===== config.mk =====
export PLATFORM = sky130hd
export DESIGN_NAME = health_monitor_watchdog_flat
export DESIGN_NICKNAME = d
export VERILOG_FILES = /design/src/hmw_pkg.sv /design/src/hmw_in_if.sv /design/src/hmw_out_if.sv /design/src/hmw_cfg_if.sv /design/src/health_monitor_watchdog.sv /design/src/hmw_ctrl.sv /design/src/hmw_dp.sv /design/src/flat_wrapper.sv
export SDC_FILE = /design/constraint.sdc
export NUM_CORES = 2
export LEC_CHECK = 0
export ABC_CLOCK_PERIOD_IN_PS = 9100
export CELL_PAD_IN_SITES_DETAIL_PLACEMENT = 1
export CELL_PAD_IN_SITES_GLOBAL_PLACEMENT = 2
export CORE_MARGIN = 2
export CORE_UTILIZATION = 41
export CTS_CLUSTER_DIAMETER = 30
export DETAILED_ROUTE_END_ITERATION = 16
export DONT_BUFFER_PORTS = 1
export PLACE_DENSITY = 0.84
export SLEW_MARGIN = 0
export SYNTH_ARGS = -nofsm -noshare
export SYNTH_HDL_FRONTEND = slang
export SYNTH_SLANG_ARGS = --single-unit
export TNS_END_PERCENT = 5

===== constraint.sdc =====
create_clock -name i_clk -period 9.1 [get_ports i_clk]
set_input_delay 0.91 -clock i_clk [delete_from_list [all_inputs] [get_ports i_clk]]
set_output_delay 0.91 -clock i_clk [all_outputs]
set_load 0.03 [all_outputs]

===== src/hmw_pkg.sv =====
// shared types and constants of the health monitor watchdog
package hmw_pkg;

    // operation codes of an input item
    localparam logic [1:0] OP_INIT    = 2'd0;
    localparam logic [1:0] OP_KICK    = 2'd1;
    localparam logic [1:0] OP_PUBLISH = 2'd2;
    localparam logic [1:0] OP_CHECK   = 2'd3;

    // configuration register indexes
    localparam int unsigned CFG_IDX_W = 3;
    localparam logic [CFG_IDX_W-1:0] REG_LOOP_TIMEOUT  = 3'd0;
    localparam logic [CFG_IDX_W-1:0] REG_BUS_STALL     = 3'd1;
    localparam logic [CFG_IDX_W-1:0] REG_PUBLISH_STALE = 3'd2;
    localparam logic [CFG_IDX_W-1:0] REG_HEAP_WARN     = 3'd3;
    localparam logic [CFG_IDX_W-1:0] REG_FLOOD_PERCENT = 3'd4;
    localparam logic [CFG_IDX_W-1:0] REG_MIN_TRANS     = 3'd5;
    localparam logic [CFG_IDX_W-1:0] REG_RECENT_ERROR  = 3'd6;

    // configuration reset values
    localparam logic [31:0] RST_LOOP_TIMEOUT  = 32'd30000;
    localparam logic [31:0] RST_BUS_STALL     = 32'd10000;
    localparam logic [31:0] RST_PUBLISH_STALE = 32'd300000;
    localparam logic [23:0] RST_HEAP_WARN     = 24'd20480;
    localparam logic [6:0]  RST_FLOOD_PERCENT = 7'd80;
    localparam logic [31:0] RST_MIN_TRANS     = 32'd100;
    localparam logic [31:0] RST_RECENT_ERROR  = 32'd30000;

    // percentage scale of the flood test
    localparam logic [6:0] PCT_SCALE = 7'd100;
    localparam int unsigned PROD_W = 40;

    // one input item
    typedef struct packed {
        logic [1:0]  operation;
        logic [31:0] now_ms;
        logic [31:0] stored_reboots;
        logic        bus_active;
        logic        link_connected;
        logic [31:0] transactions;
        logic [31:0] errors;
        logic [31:0] last_error_ms;
        logic [23:0] heap_free;
    } t_item_in;

    // one result item
    typedef struct packed {
        logic        reboot_request;
        logic        bus_reset;
        logic        link_reconnect;
        logic        error_flood;
        logic        heap_low;
        logic [31:0] reboot_total;
    } t_item_out;

    // controller to datapath commands
    typedef struct packed {
        logic load;
        logic eval;
        logic commit;
    } t_cmd;

    // datapath to controller status
    typedef struct packed {
        logic is_check;
    } t_sts;

endpackage


===== src/hmw_in_if.sv =====
// input item channel
interface hmw_in_if;
    logic        valid;
    logic        ready;
    logic [1:0]  operation;
    logic [31:0] now_ms;
    logic [31:0] stored_reboots;
    logic        bus_active;
    logic        link_connected;
    logic [31:0] transactions;
    logic [31:0] errors;
    logic [31:0] last_error_ms;
    logic [23:0] heap_free;

    modport source (
        output valid, operation, now_ms, stored_reboots, bus_active, link_connected,
               transactions, errors, last_error_ms, heap_free,
        input  ready
    );
    modport sink (
        input  valid, operation, now_ms, stored_reboots, bus_active, link_connected,
               transactions, errors, last_error_ms, heap_free,
        output ready
    );
endinterface


===== src/hmw_out_if.sv =====
// result item channel
interface hmw_out_if;
    logic        valid;
    logic        ready;
    logic        reboot_request;
    logic        bus_reset;
    logic        link_reconnect;
    logic        error_flood;
    logic        heap_low;
    logic [31:0] reboot_total;

    modport source (
        output valid, reboot_request, bus_reset, link_reconnect, error_flood,
               heap_low, reboot_total,
        input  ready
    );
    modport sink (
        input  valid, reboot_request, bus_reset, link_reconnect, error_flood,
               heap_low, reboot_total,
        output ready
    );
endinterface


===== src/hmw_cfg_if.sv =====
// configuration write channel
interface hmw_cfg_if;
    logic        valid;
    logic        ready;
    logic [2:0]  index;
    logic [31:0] data;

    modport source (output valid, index, data, input ready);
    modport sink (input valid, index, data, output ready);
endinterface


===== src/health_monitor_watchdog.sv =====
// Health monitor watchdog: loop, bus, publish, error flood and heap checks.
// A check item is captured, evaluated and then committed to the result register;
// init, kick and publish items go straight from capture to commit.
// Items are taken only in the idle state, so one item is in flight at a time;
// a result left waiting holds off the commit.
// Reset (synchronous, active low) restores the register defaults and clears state.
module health_monitor_watchdog
    import hmw_pkg::*;
(
    input  logic        i_clk,
    input  logic        i_rst_n,
    hmw_in_if.sink      i_in,
    hmw_out_if.source   o_out,
    hmw_cfg_if.sink     i_cfg
);

    t_cmd      cmd;
    t_sts      sts;
    t_item_in  item;
    t_item_out result;
    logic      in_ready;
    logic      out_valid;

    // pack the input transfer
    assign item.operation      = i_in.operation;
    assign item.now_ms         = i_in.now_ms;
    assign item.stored_reboots = i_in.stored_reboots;
    assign item.bus_active     = i_in.bus_active;
    assign item.link_connected = i_in.link_connected;
    assign item.transactions   = i_in.transactions;
    assign item.errors         = i_in.errors;
    assign item.last_error_ms  = i_in.last_error_ms;
    assign item.heap_free      = i_in.heap_free;
    assign i_in.ready          = in_ready;

    // config writes always taken
    assign i_cfg.ready = 1'b1;

    hmw_ctrl u_ctrl (
        .i_clk       (i_clk),
        .i_rst_n     (i_rst_n),
        .i_in_valid  (i_in.valid),
        .o_in_ready  (in_ready),
        .o_out_valid (out_valid),
        .i_out_ready (o_out.ready),
        .i_sts       (sts),
        .o_cmd       (cmd)
    );

    hmw_dp u_dp (
        .i_clk       (i_clk),
        .i_rst_n     (i_rst_n),
        .i_cmd       (cmd),
        .o_sts       (sts),
        .i_item      (item),
        .i_cfg_we    (i_cfg.valid),
        .i_cfg_index (i_cfg.index),
        .i_cfg_data  (i_cfg.data),
        .o_result    (result)
    );

    // unpack the result
    assign o_out.valid          = out_valid;
    assign o_out.reboot_request = result.reboot_request;
    assign o_out.bus_reset      = result.bus_reset;
    assign o_out.link_reconnect = result.link_reconnect;
    assign o_out.error_flood    = result.error_flood;
    assign o_out.heap_low       = result.heap_low;
    assign o_out.reboot_total   = result.reboot_total;

endmodule


===== src/hmw_ctrl.sv =====
// sequencing controller of the health monitor watchdog
module hmw_ctrl
    import hmw_pkg::*;
(
    input  logic i_clk,
    input  logic i_rst_n,
    input  logic i_in_valid,
    output logic o_in_ready,
    output logic o_out_valid,
    input  logic i_out_ready,
    input  t_sts i_sts,
    output t_cmd o_cmd
);

    localparam logic [1:0] S_IDLE = 2'd0;
    localparam logic [1:0] S_EVAL = 2'd1;
    localparam logic [1:0] S_DONE = 2'd2;

    logic [1:0] r_state, n_state;
    logic       r_out_valid, n_out_valid;
    logic       accept;
    logic       commit;

    // handshake and commands
    assign o_in_ready   = (r_state == S_IDLE);
    assign accept       = i_in_valid && o_in_ready;
    assign commit       = (r_state == S_DONE) && (!r_out_valid || i_out_ready);
    assign o_cmd.load   = accept;
    assign o_cmd.eval   = (r_state == S_EVAL);
    assign o_cmd.commit = commit;
    assign o_out_valid  = r_out_valid;

    // next state
    always_comb begin
        n_state = r_state;
        unique case (r_state)
            S_IDLE: begin
                if (accept) begin
                    n_state = i_sts.is_check ? S_EVAL : S_DONE;
                end
            end
            S_EVAL: n_state = S_DONE;
            S_DONE: begin
                if (commit) begin
                    n_state = S_IDLE;
                end
            end
            default: n_state = S_IDLE;
        endcase
    end

    // output register occupancy
    always_comb begin
        n_out_valid = r_out_valid;
        if (commit) begin
            n_out_valid = 1'b1;
        end else if (i_out_ready) begin
            n_out_valid = 1'b0;
        end
    end

    always_ff @(posedge i_clk) begin
        if (!i_rst_n) begin
            r_state     <= S_IDLE;
            r_out_valid <= 1'b0;
        end else begin
            r_state     <= n_state;
            r_out_valid <= n_out_valid;
        end
    end

endmodule


===== src/hmw_dp.sv =====
// datapath of the health monitor watchdog: config, timers, tests, result register
module hmw_dp
    import hmw_pkg::*;
(
    input  logic                 i_clk,
    input  logic                 i_rst_n,
    input  t_cmd                 i_cmd,
    output t_sts                 o_sts,
    input  t_item_in             i_item,
    input  logic                 i_cfg_we,
    input  logic [CFG_IDX_W-1:0] i_cfg_index,
    input  logic [31:0]          i_cfg_data,
    output t_item_out            o_result
);

    // configuration registers
    logic [31:0] r_loop_timeout;
    logic [31:0] r_bus_stall;
    logic [31:0] r_publish_stale;
    logic [23:0] r_heap_warn;
    logic [6:0]  r_flood_percent;
    logic [31:0] r_min_trans;
    logic [31:0] r_recent_error;

    // watchdog state
    logic        r_enabled;
    logic [31:0] r_kick_time;
    logic [31:0] r_publish_time;
    logic [31:0] r_busy_since;
    logic [31:0] r_reboot_count;

    // captured item and evaluation results
    t_item_in    r_item;
    logic        r_loop_fail;
    logic        r_bus_rst;
    logic        r_stale;
    logic        r_trans_gt;
    logic        r_recent;
    logic        r_heap_low;
    logic [PROD_W-1:0] r_err_prod;
    logic [PROD_W-1:0] r_thr_prod;
    t_item_out   r_result;

    logic        n_loop_fail;
    logic        n_bus_rst;
    logic        n_stale;
    logic [32:0] err_total;
    logic [7:0]  flood_plus1;
    logic [PROD_W-1:0] n_err_prod;
    logic [PROD_W-1:0] n_thr_prod;
    logic        flood;
    t_item_out   n_result;

    assign o_sts.is_check = (i_item.operation == OP_CHECK);
    assign o_result       = r_result;

    // configuration writes
    always_ff @(posedge i_clk) begin
        if (!i_rst_n) begin
            r_loop_timeout  <= RST_LOOP_TIMEOUT;
            r_bus_stall     <= RST_BUS_STALL;
            r_publish_stale <= RST_PUBLISH_STALE;
            r_heap_warn     <= RST_HEAP_WARN;
            r_flood_percent <= RST_FLOOD_PERCENT;
            r_min_trans     <= RST_MIN_TRANS;
            r_recent_error  <= RST_RECENT_ERROR;
        end else if (i_cfg_we) begin
            unique case (i_cfg_index)
                REG_LOOP_TIMEOUT:  r_loop_timeout  <= i_cfg_data;
                REG_BUS_STALL:     r_bus_stall     <= i_cfg_data;
                REG_PUBLISH_STALE: r_publish_stale <= i_cfg_data;
                REG_HEAP_WARN:     r_heap_warn     <= i_cfg_data[23:0];
                REG_FLOOD_PERCENT: r_flood_percent <= i_cfg_data[6:0];
                REG_MIN_TRANS:     r_min_trans     <= i_cfg_data;
                REG_RECENT_ERROR:  r_recent_error  <= i_cfg_data;
                default: ;
            endcase
        end
    end

    // item capture
    always_ff @(posedge i_clk) begin
        if (i_cmd.load) begin
            r_item <= i_item;
        end
    end

    // timer tests, wrapping differences
    assign n_loop_fail = (r_item.now_ms - r_kick_time) > r_loop_timeout;
    assign n_bus_rst   = r_item.bus_active && (r_busy_since != 32'd0)
                         && ((r_item.now_ms - r_busy_since) > r_bus_stall);
    assign n_stale     = r_item.link_connected
                         && ((r_item.now_ms - r_publish_time) > r_publish_stale);

    // flood test as (errors + bus reset)*100 >= (percent+1)*transactions, no divide needed
    assign err_total   = {1'b0, r_item.errors} + {32'd0, n_bus_rst};
    assign flood_plus1 = {1'b0, r_flood_percent} + 8'd1;
    assign n_err_prod  = PROD_W'(err_total) * PROD_W'(PCT_SCALE);
    assign n_thr_prod  = PROD_W'(flood_plus1) * PROD_W'(r_item.transactions);

    always_ff @(posedge i_clk) begin
        if (i_cmd.eval) begin
            r_loop_fail <= n_loop_fail;
            r_bus_rst   <= n_bus_rst;
            r_stale     <= n_stale;
            r_trans_gt  <= r_item.transactions > r_min_trans;
            r_recent    <= (r_item.last_error_ms != 32'd0)
                           && ((r_item.now_ms - r_item.last_error_ms) < r_recent_error);
            r_heap_low  <= r_item.heap_free < r_heap_warn;
            r_err_prod  <= n_err_prod;
            r_thr_prod  <= n_thr_prod;
        end
    end

    assign flood = r_trans_gt && r_recent && (r_err_prod >= r_thr_prod);

    // state update and result on commit
    always_ff @(posedge i_clk) begin
        if (!i_rst_n) begin
            r_enabled      <= 1'b0;
            r_kick_time    <= 32'd0;
            r_publish_time <= 32'd0;
            r_busy_since   <= 32'd0;
            r_reboot_count <= 32'd0;
        end else if (i_cmd.commit) begin
            unique case (r_item.operation)
                OP_INIT: begin
                    r_reboot_count <= r_item.stored_reboots;
                    r_kick_time    <= r_item.now_ms;
                    r_publish_time <= r_item.now_ms;
                    r_enabled      <= 1'b1;
                end
                OP_KICK:    r_kick_time    <= r_item.now_ms;
                OP_PUBLISH: r_publish_time <= r_item.now_ms;
                OP_CHECK: begin
                    if (r_enabled) begin
                        if (r_loop_fail) begin
                            r_reboot_count <= r_reboot_count + 32'd1;
                        end else begin
                            if (!r_item.bus_active || r_bus_rst) begin
                                r_busy_since <= 32'd0;
                            end else if (r_busy_since == 32'd0) begin
                                r_busy_since <= r_item.now_ms;
                            end
                            if (r_stale) begin
                                r_publish_time <= r_item.now_ms;
                            end
                        end
                    end
                end
                default: ;
            endcase
        end
    end

    // result of the committed item
    always_comb begin
        n_result              = '0;
        n_result.reboot_total = r_reboot_count;
        unique case (r_item.operation)
            OP_INIT: n_result.reboot_total = r_item.stored_reboots;
            OP_CHECK: begin
                if (r_enabled && r_loop_fail) begin
                    n_result.reboot_request = 1'b1;
                    n_result.reboot_total   = r_reboot_count + 32'd1;
                end else if (r_enabled) begin
                    n_result.bus_reset      = r_bus_rst;
                    n_result.link_reconnect = r_stale;
                    n_result.error_flood    = flood;
                    n_result.heap_low       = r_heap_low;
                end
            end
            default: ;
        endcase
    end

    // result register
    always_ff @(posedge i_clk) begin
        if (i_cmd.commit) begin
            r_result <= n_result;
        end
    end

endmodule


===== src/flat_wrapper.sv =====
// flat-port wrapper written by rule: the top's interface ports become plain ports
module health_monitor_watchdog_flat import hmw_pkg::*;
  (i_clk, i_rst_n, i_in_valid, i_in_operation, i_in_now_ms, i_in_stored_reboots, i_in_bus_active, i_in_link_connected, i_in_transactions, i_in_errors, i_in_last_error_ms, i_in_heap_free, i_in_ready, o_out_valid, o_out_reboot_request, o_out_bus_reset, o_out_link_reconnect, o_out_error_flood, o_out_heap_low, o_out_reboot_total, o_out_ready, i_cfg_valid, i_cfg_index, i_cfg_data, i_cfg_ready);
  hmw_in_if i_in_i ();
  hmw_out_if o_out_i ();
  hmw_cfg_if i_cfg_i ();
  input  logic i_clk;
  input  logic i_rst_n;
  input wire logic [$bits(i_in_i.valid)-1:0] i_in_valid;
  input wire logic [$bits(i_in_i.operation)-1:0] i_in_operation;
  input wire logic [$bits(i_in_i.now_ms)-1:0] i_in_now_ms;
  input wire logic [$bits(i_in_i.stored_reboots)-1:0] i_in_stored_reboots;
  input wire logic [$bits(i_in_i.bus_active)-1:0] i_in_bus_active;
  input wire logic [$bits(i_in_i.link_connected)-1:0] i_in_link_connected;
  input wire logic [$bits(i_in_i.transactions)-1:0] i_in_transactions;
  input wire logic [$bits(i_in_i.errors)-1:0] i_in_errors;
  input wire logic [$bits(i_in_i.last_error_ms)-1:0] i_in_last_error_ms;
  input wire logic [$bits(i_in_i.heap_free)-1:0] i_in_heap_free;
  output wire logic [$bits(i_in_i.ready)-1:0] i_in_ready;
  output wire logic [$bits(o_out_i.valid)-1:0] o_out_valid;
  output wire logic [$bits(o_out_i.reboot_request)-1:0] o_out_reboot_request;
  output wire logic [$bits(o_out_i.bus_reset)-1:0] o_out_bus_reset;
  output wire logic [$bits(o_out_i.link_reconnect)-1:0] o_out_link_reconnect;
  output wire logic [$bits(o_out_i.error_flood)-1:0] o_out_error_flood;
  output wire logic [$bits(o_out_i.heap_low)-1:0] o_out_heap_low;
  output wire logic [$bits(o_out_i.reboot_total)-1:0] o_out_reboot_total;
  input wire logic [$bits(o_out_i.ready)-1:0] o_out_ready;
  input wire logic [$bits(i_cfg_i.valid)-1:0] i_cfg_valid;
  input wire logic [$bits(i_cfg_i.index)-1:0] i_cfg_index;
  input wire logic [$bits(i_cfg_i.data)-1:0] i_cfg_data;
  output wire logic [$bits(i_cfg_i.ready)-1:0] i_cfg_ready;
  assign i_in_i.valid = i_in_valid;
  assign i_in_i.operation = i_in_operation;
  assign i_in_i.now_ms = i_in_now_ms;
  assign i_in_i.stored_reboots = i_in_stored_reboots;
  assign i_in_i.bus_active = i_in_bus_active;
  assign i_in_i.link_connected = i_in_link_connected;
  assign i_in_i.transactions = i_in_transactions;
  assign i_in_i.errors = i_in_errors;
  assign i_in_i.last_error_ms = i_in_last_error_ms;
  assign i_in_i.heap_free = i_in_heap_free;
  assign i_in_ready = i_in_i.ready;
  assign o_out_valid = o_out_i.valid;
  assign o_out_reboot_request = o_out_i.reboot_request;
  assign o_out_bus_reset = o_out_i.bus_reset;
  assign o_out_link_reconnect = o_out_i.link_reconnect;
  assign o_out_error_flood = o_out_i.error_flood;
  assign o_out_heap_low = o_out_i.heap_low;
  assign o_out_reboot_total = o_out_i.reboot_total;
  assign o_out_i.ready = o_out_ready;
  assign i_cfg_i.valid = i_cfg_valid;
  assign i_cfg_i.index = i_cfg_index;
  assign i_cfg_i.data = i_cfg_data;
  assign i_cfg_ready = i_cfg_i.ready;
  health_monitor_watchdog u_core (.i_clk(i_clk), .i_rst_n(i_rst_n), .i_in(i_in_i), .o_out(o_out_i), .i_cfg(i_cfg_i));
endmodule

Yosys cells after proc, flatten, opt, wreduce, memory -nomap -nowiden:

Index checks and enable logic that the tools add are counted.

* equal/unequal tests: 18
* magnitude comparators: 7
* bitwise operators: 3
* multipliers: 2
* reductions and logical operators: 39
* muxes and demuxes: 18
* add/subtract/negate cells: 7

Operators with widths (number)
* 2-to-1 mux 32 bit: 8
* case mux 32 bit (2 select lines): 3
* greater-than comparator 32 bit: 4
* subtractor 32 bit: 4
* nonzero test 32 bit: 2
* >= comparator 40 bit: 1
* multiplier 8 x 32 -> 40 bit: 1
* multiplier 33 x 5 -> 38 bit (second input constant): 1
* adder 32 x 1 -> 33 bit: 1
* adder 32 x 1 -> 32 bit (second input constant): 1
* zero test 32 bit: 1
* < comparator 32 bit: 1
* < comparator 24 bit: 1
* AND reduction 2 bit: 10
* != test 2 bit (second input constant): 5
* AND reduction 5 bit: 2
* == test 3 bit (second input constant): 3
* logical AND 1 bit: 9
* adder 7 x 1 -> 8 bit (second input constant): 1
* == test 2 bit (second input constant): 4
* nonzero test 2 bit: 4
* == test 3 x 2 -> 1 bit (second input constant): 2
* 2-to-1 mux 2 bit: 3
* case mux 2 bit (3 select lines): 1
* other kinds (12): 21

* flip-flop bits (word level): 632
* bits of input ports: 228
* output and inout bits: 40
* logic and storage cells: 131

Depth between registers and ports, before layout:

* depth in word-level cells: 5
* mapped depth: 43
* mapped depth without buffers: 42

Cells and area by module:

Synthesis repeated with hierarchy kept, for this count alone.

* cells, all modules: 5261
* area total of the unflattened synthesis: 47357.9 um^2

By module, submodules not included
* hmw_dp: area an instance 47189.0 um^2, times used 1, seq. area each 15685.0 um^2, cells each 5242
* hmw_ctrl: area an instance 157.7 um^2, times used 1, seq. area each 60.1 um^2, cells each 17
* health_monitor_watchdog: area an instance 11.3 um^2, times used 1, seq. area each 0.0 um^2, cells each 2

Worst setup path after synthesis:

No wires, ideal clock.

* path type: register -> register
* start point: reg u_core.u_dp.r_item[154] in the netlist's numbering
* end point: reg u_core.u_dp.r_err_prod[36] (data pin)
* setup time: 0.265 ns
* arrival: 7.906 ns
* path slack: 0.929 ns
* stages on the path, launching flop included: 40
* path buffers: 1
* period minus slack after synthesis: 8.171 ns
* data required time: 8.835 ns
* cells stage by stage: edfxtp_1 > inv_1 > ha_1 > inv_1 > fa_1 > a21oi_1 > nor2_1 > o2111ai_1 > a31oi_1 > o21ai_1 > nor3_1 > a211oi_1 > a21oi_1 > xor2_1 > ha_1 > nand4_1 > nor4_1 > a221oi_1 > [4 not listed] > nor2b_1 > nand2_1 > nor2_1 > and3_1 > xor2_1 > ha_1 > ha_1 > inv_1 > fa_1 > inv_1 > ha_1 > and3_1 > clkbuf_1 > nand2_1 > or4_1 > o211a_1 > o21ai_0 > xor2_1

* word-level cells in the longest chain between the ends: 5

RTL lines
* from (decl): RTL line hmw_dp.sv:33 `t_item_in r_item;`
* from (signal assigned): RTL line hmw_dp.sv:84 `r_item <= i_item;`
* subtractor 32 bit: RTL line hmw_dp.sv:91 `&& ((r_item.now_ms - r_busy_since) > r_bus_stall);`
* greater-than comparator 32 bit: RTL line hmw_dp.sv:91
* logical AND 1 bit: RTL line hmw_dp.sv:91
* via u_core.u_dp.n_bus_rst: RTL line hmw_dp.sv:45 `logic n_bus_rst;`
* adder 32 x 1 -> 33 bit: RTL line hmw_dp.sv:96 `assign err_total = {1'b0, r_item.errors} + {32'd0, n_bus_rst};`
* multiplier 33 x 5 -> 38 bit: RTL line hmw_dp.sv:98 `assign n_err_prod = PROD_W'(err_total) * PROD_W'(PCT_SCALE);`
* via u_core.u_dp.n_err_prod[36]: RTL line hmw_dp.sv:49 `logic [PROD_W-1:0] n_err_prod;`
* to (signal assigned): RTL line hmw_dp.sv:110 `r_err_prod <= n_err_prod;`
* to (decl): RTL line hmw_dp.sv:40 `logic [PROD_W-1:0] r_err_prod;`

The timed path passes the listed nets, and every way through them passes these cells.
A chain may end at the register's enable or synchronous reset.

Worst setup path in the final report:

* start point: reg u_core.u_dp.r_item[158] in the netlist's numbering
* end point: reg u_core.u_dp.r_err_prod[39] (data pin)

The elaborated chain is that of the path after synthesis.

==> impl_metrics.tcl <==
set metrics [dict create \
    status "finished, final reports clean" \
    cp_max_fo 7 \
    synth_xor_xnor_area_share_pct 4.218 \
    ios 268 \
    crit_required_ps 9710 \
    final_net_count 6228 \
    synth-edff-count 309 \
    cts_made_buffers 165 \
    yosys.area_share.simple_pct 14.85 \
    fp.dieArea_mm2 0.1177 \
    tns_ps 0 \
    synth_top_family_by_area "adder cells" \
    clkLatencyLatePin_ps 790 \
    clock_path_buffers 3 \
    crit_start "u_core.u_dp.r_item[158]" \
    wl_per_cell_um 22.19 \
    final_max_slew_viol_count 0 \
    intPower_mw 8.406 \
    finalHoldViolations 0 \
    reg2reg_from "u_core.u_dp.r_item[158]" \
    syn_area_mm2 0.04714 \
    netlist_top_cells_count "nand2_1 (777), inv_1 (681), ha_1 (516), dfxtp_1 (323), edfxtp_1 (309)" \
    path_clk_slew_ps 50 \
    grt_use_total_pct 26.28 \
    synthTopCellsByArea "edfxtp_1 (20%), dfxtp_1 (14%), ha_1 (14%)" \
    vias 37906 \
    die_h_um 343.1 \
    final_core_util_pct 48.27 \
    min_to "u_core.u_dp.r_item[36]" \
    yosysTopAreaCell "edfxtp_1" \
    fillers 12926 \
    crit_top_cell "a21oi_1" \
    gp_congestion 0.9004 \
    via_per_inst 5.455 \
    max_freq_mhz 114.6 \
    core_mm2 0.1142 \
    fin_crit_sh_pct 95.90 \
    remaining_drc_errors 0 \
    fp-row-count 124 \
    drt_iter0_markers 1897 \
    critical_path.max_stage_delay_ps 530 \
    synth_area_per_cell_um2 9.040 \
    synthAdderAreaFrac_pct 22.66 \
    cp-end-kind "flip-flop" \
    clockPowerShare_pct 48.6 \
    cellPowerDensity_mw_per_mm2 222.5 \
    pwr-share-seq_pct 27.4 \
    netlist_instances 5214 \
    crit_arrival_ps 9340 \
    min_from "i_in_last_error_ms[12]" \
    synth-async-reset-ratio_pct 0 \
    r2r_setup_slack_ps 370 \
    dp.final_hpwl_mm 115.3 \
    switching_share_pct 31.46 \
    synth_most_common_cell "nand2_1" \
    grt_pass1_wl_mm 237.3 \
    portBuffers 0 \
    cts_root_buf "clkbuf_16" \
    pwr-share-comb_pct 24.0 \
    synthFlopType "dfxtp_1" \
    p_switching_mw 3.858 \
    worstMarginPinSlew_ps 1221 \
    synth_seq_cells 632 \
    htreeDepth 4 \
    synth_nets 6169 \
    synth_cell_type_count 78 \
    start_util_pct 41.28 \
    grt_start_max_net_pins 324 \
    synthMuxAreaShare_pct 0.4460 \
    hold_depth 0 \
    yosysWarningCount 0 \
    areaGrowthSynthToFinish_pct 16.93 \
    relSlewSlack_pct 18.41 \
    skew_ps 66.49 \
    cts_sinks 632 \
    routed_wl_mm 154.2 \
    drv_cap 0 \
    total_leakage_power_nw 22.89 \
    min_path_type "in -> reg" \
    reg2regPathDepth 41 \
    synth_compound_area_share_pct 17.49 \
    die_x_um 343.1 \
    setup_violations 0 \
    worstSetupPathType "reg -> reg" \
    antenna_found_initial 34 \
    drt-pass1-iter-count 5 \
    cts_tree "done" \
    ant_nets 0 \
    timing.rr.end "u_core.u_dp.r_err_prod[39]" \
    cts_hold_buf 0 \
    crit_path_start_kind "flip-flop" \
    seq_area_frac_synth_pct 33.40 \
    post-synth-top-area-fraction_pct 19.69 \
    peakVddDrop_mv 0.1982 \
    grt_pass1_vias 40892 \
    drive_gt1_share_pct 8.090 \
    cp_slowest_cell "fa_1" \
    overflow 0 \
    period_minus_slack_ps 8727 \
]
[placed cells by master, fill, tap and decap left out, types with 21 or more instances in the layout]
cell	instances
a21boi_0	261
a21o_1	200
a21oi_1	255
a31oi_1	36
and2_1	76
and3_1	33
buf_4	78
clkbuf_1	22
clkbuf_16	165
clkinv_2	28
dfxtp_1	323
diode_2	23
edfxtp_1	309
fa_1	211
ha_1	510
inv_1	680
mux2i_1	21
nand2_1	776
nand2b_1	65
nand3_1	112
nand4_1	68
nor2_1	149
nor2b_1	110
nor3_1	35
nor4_1	21
o211ai_1	44
o21a_1	49
o21ai_0	166
o21bai_1	22
o22ai_1	30
xnor2_1	121
xor2_1	89
[layout make-up]
type / instances / area, um2 / share of cell area (%)
Multi-Input combinational cell: 3714 / 28490 / 51.70
Sequential cell: 632 / 15750 / 28.57
Inverter: 682 / 2560 / 4.645
Clock inverter: 105 / 1351 / 2.452
Antenna cell: 23 / 57.56 / 0.1044
Timing Repair Buffer: 78 / 585.6 / 1.062
Tap cell: 1512 / 1892 / 3.432
Clock buffer: 203 / 4432 / 8.041
[cells by family after synthesis]
logic type / Yosys count
other: 1
and+or+nand+nor: 1511
xor gates and xnor gates: 227
muxes: 21
buffers and inverters: 868
DFF: 632
adders and majority gates: 727
AOI/OAI and AO/OA: 1227
[what timing repair did]
item                                    4_1_cts  5_1_grt
gates cloned                                  0        0
buffers inserted                              0        6
endpoints found under the setup margin        8       15
gates resized for setup                       7       41
pin swaps                                     1       11
[routing by layer]
metal,vias up,track usage [%],wire length [um]
met3,275,4.782,6757
li1,17968,-,-
met1,18930,31.03,63770
met4,12,10.43,5249
met2,721,46.98,78330
met5,-,0,77
[how the worst max path moves through the flow]
stage	to	slack (ps)	cells after the start
5_1_grt	u_core.u_dp.r_err_prod[39]	-80	42
2_1_floorplan	u_core.u_dp.r_err_prod[36]	930	39
3_5_place_dp	u_core.u_dp.r_err_prod[36]	-300	39
4_1_cts	u_core.u_dp.r_err_prod[39]	10	41
3_3_place_gp	u_core.u_dp.r_err_prod[36]	-50	39
6_report	u_core.u_dp.r_err_prod[39]	370	41
[worst max-delay path: cells and delay by family (launching register included)]
family | cells | cell delay (ps)
fa+ha+maj | 7 | 2300
flops | 1 | 400
simple gates | 10 | 1750
compound gates | 19 | 3480
buf+inv | 3 | 270
xor+xnor | 2 | 340
[state kept, by name, indices dropped and copies added, names as in the netlist, 37 cells and up]
name                    count
u_core.u_dp.o_result       37
u_core.u_dp.r_err_prod     38
u_core.u_dp.r_item        188
u_core.u_dp.r_thr_prod     40
[power groups by stage]
stage | logic [mW] | registers (mW) | clock network, mW
5_1_grt | 3.31 | 3.37 | 6.21
3_3_place_gp | 2.87 | 3.40 | 0
6_report | 2.94 | 3.36 | 5.97
2_1_floorplan | 2.14 | 3.36 | 0
3_5_place_dp | 2.92 | 3.40 | 0
4_1_cts | 2.95 | 3.35 | 6.06
[through the flow]
stage / worst slack [ps] / area [um2] / hold WS, ps / std cells / total power, mW
6_report: 372.7 / 55120 / 212.6 / 6949 / 12.26
3_5_place_dp: -301.9 / 48990 / 455.9 / 6612 / 6.324
3_3_place_gp: -47.94 / 48990 / 447.9 / 6612 / 6.266
5_1_grt: -79.73 / 55110 / 162.6 / 6946 / 12.88
4_1_cts: 13.60 / 54800 / 154.0 / 6920 / 12.36
2_1_floorplan: 929.2 / 47140 / 440.8 / 5214 / 5.497
No activity file was read; power rests on OpenSTA's default activity.
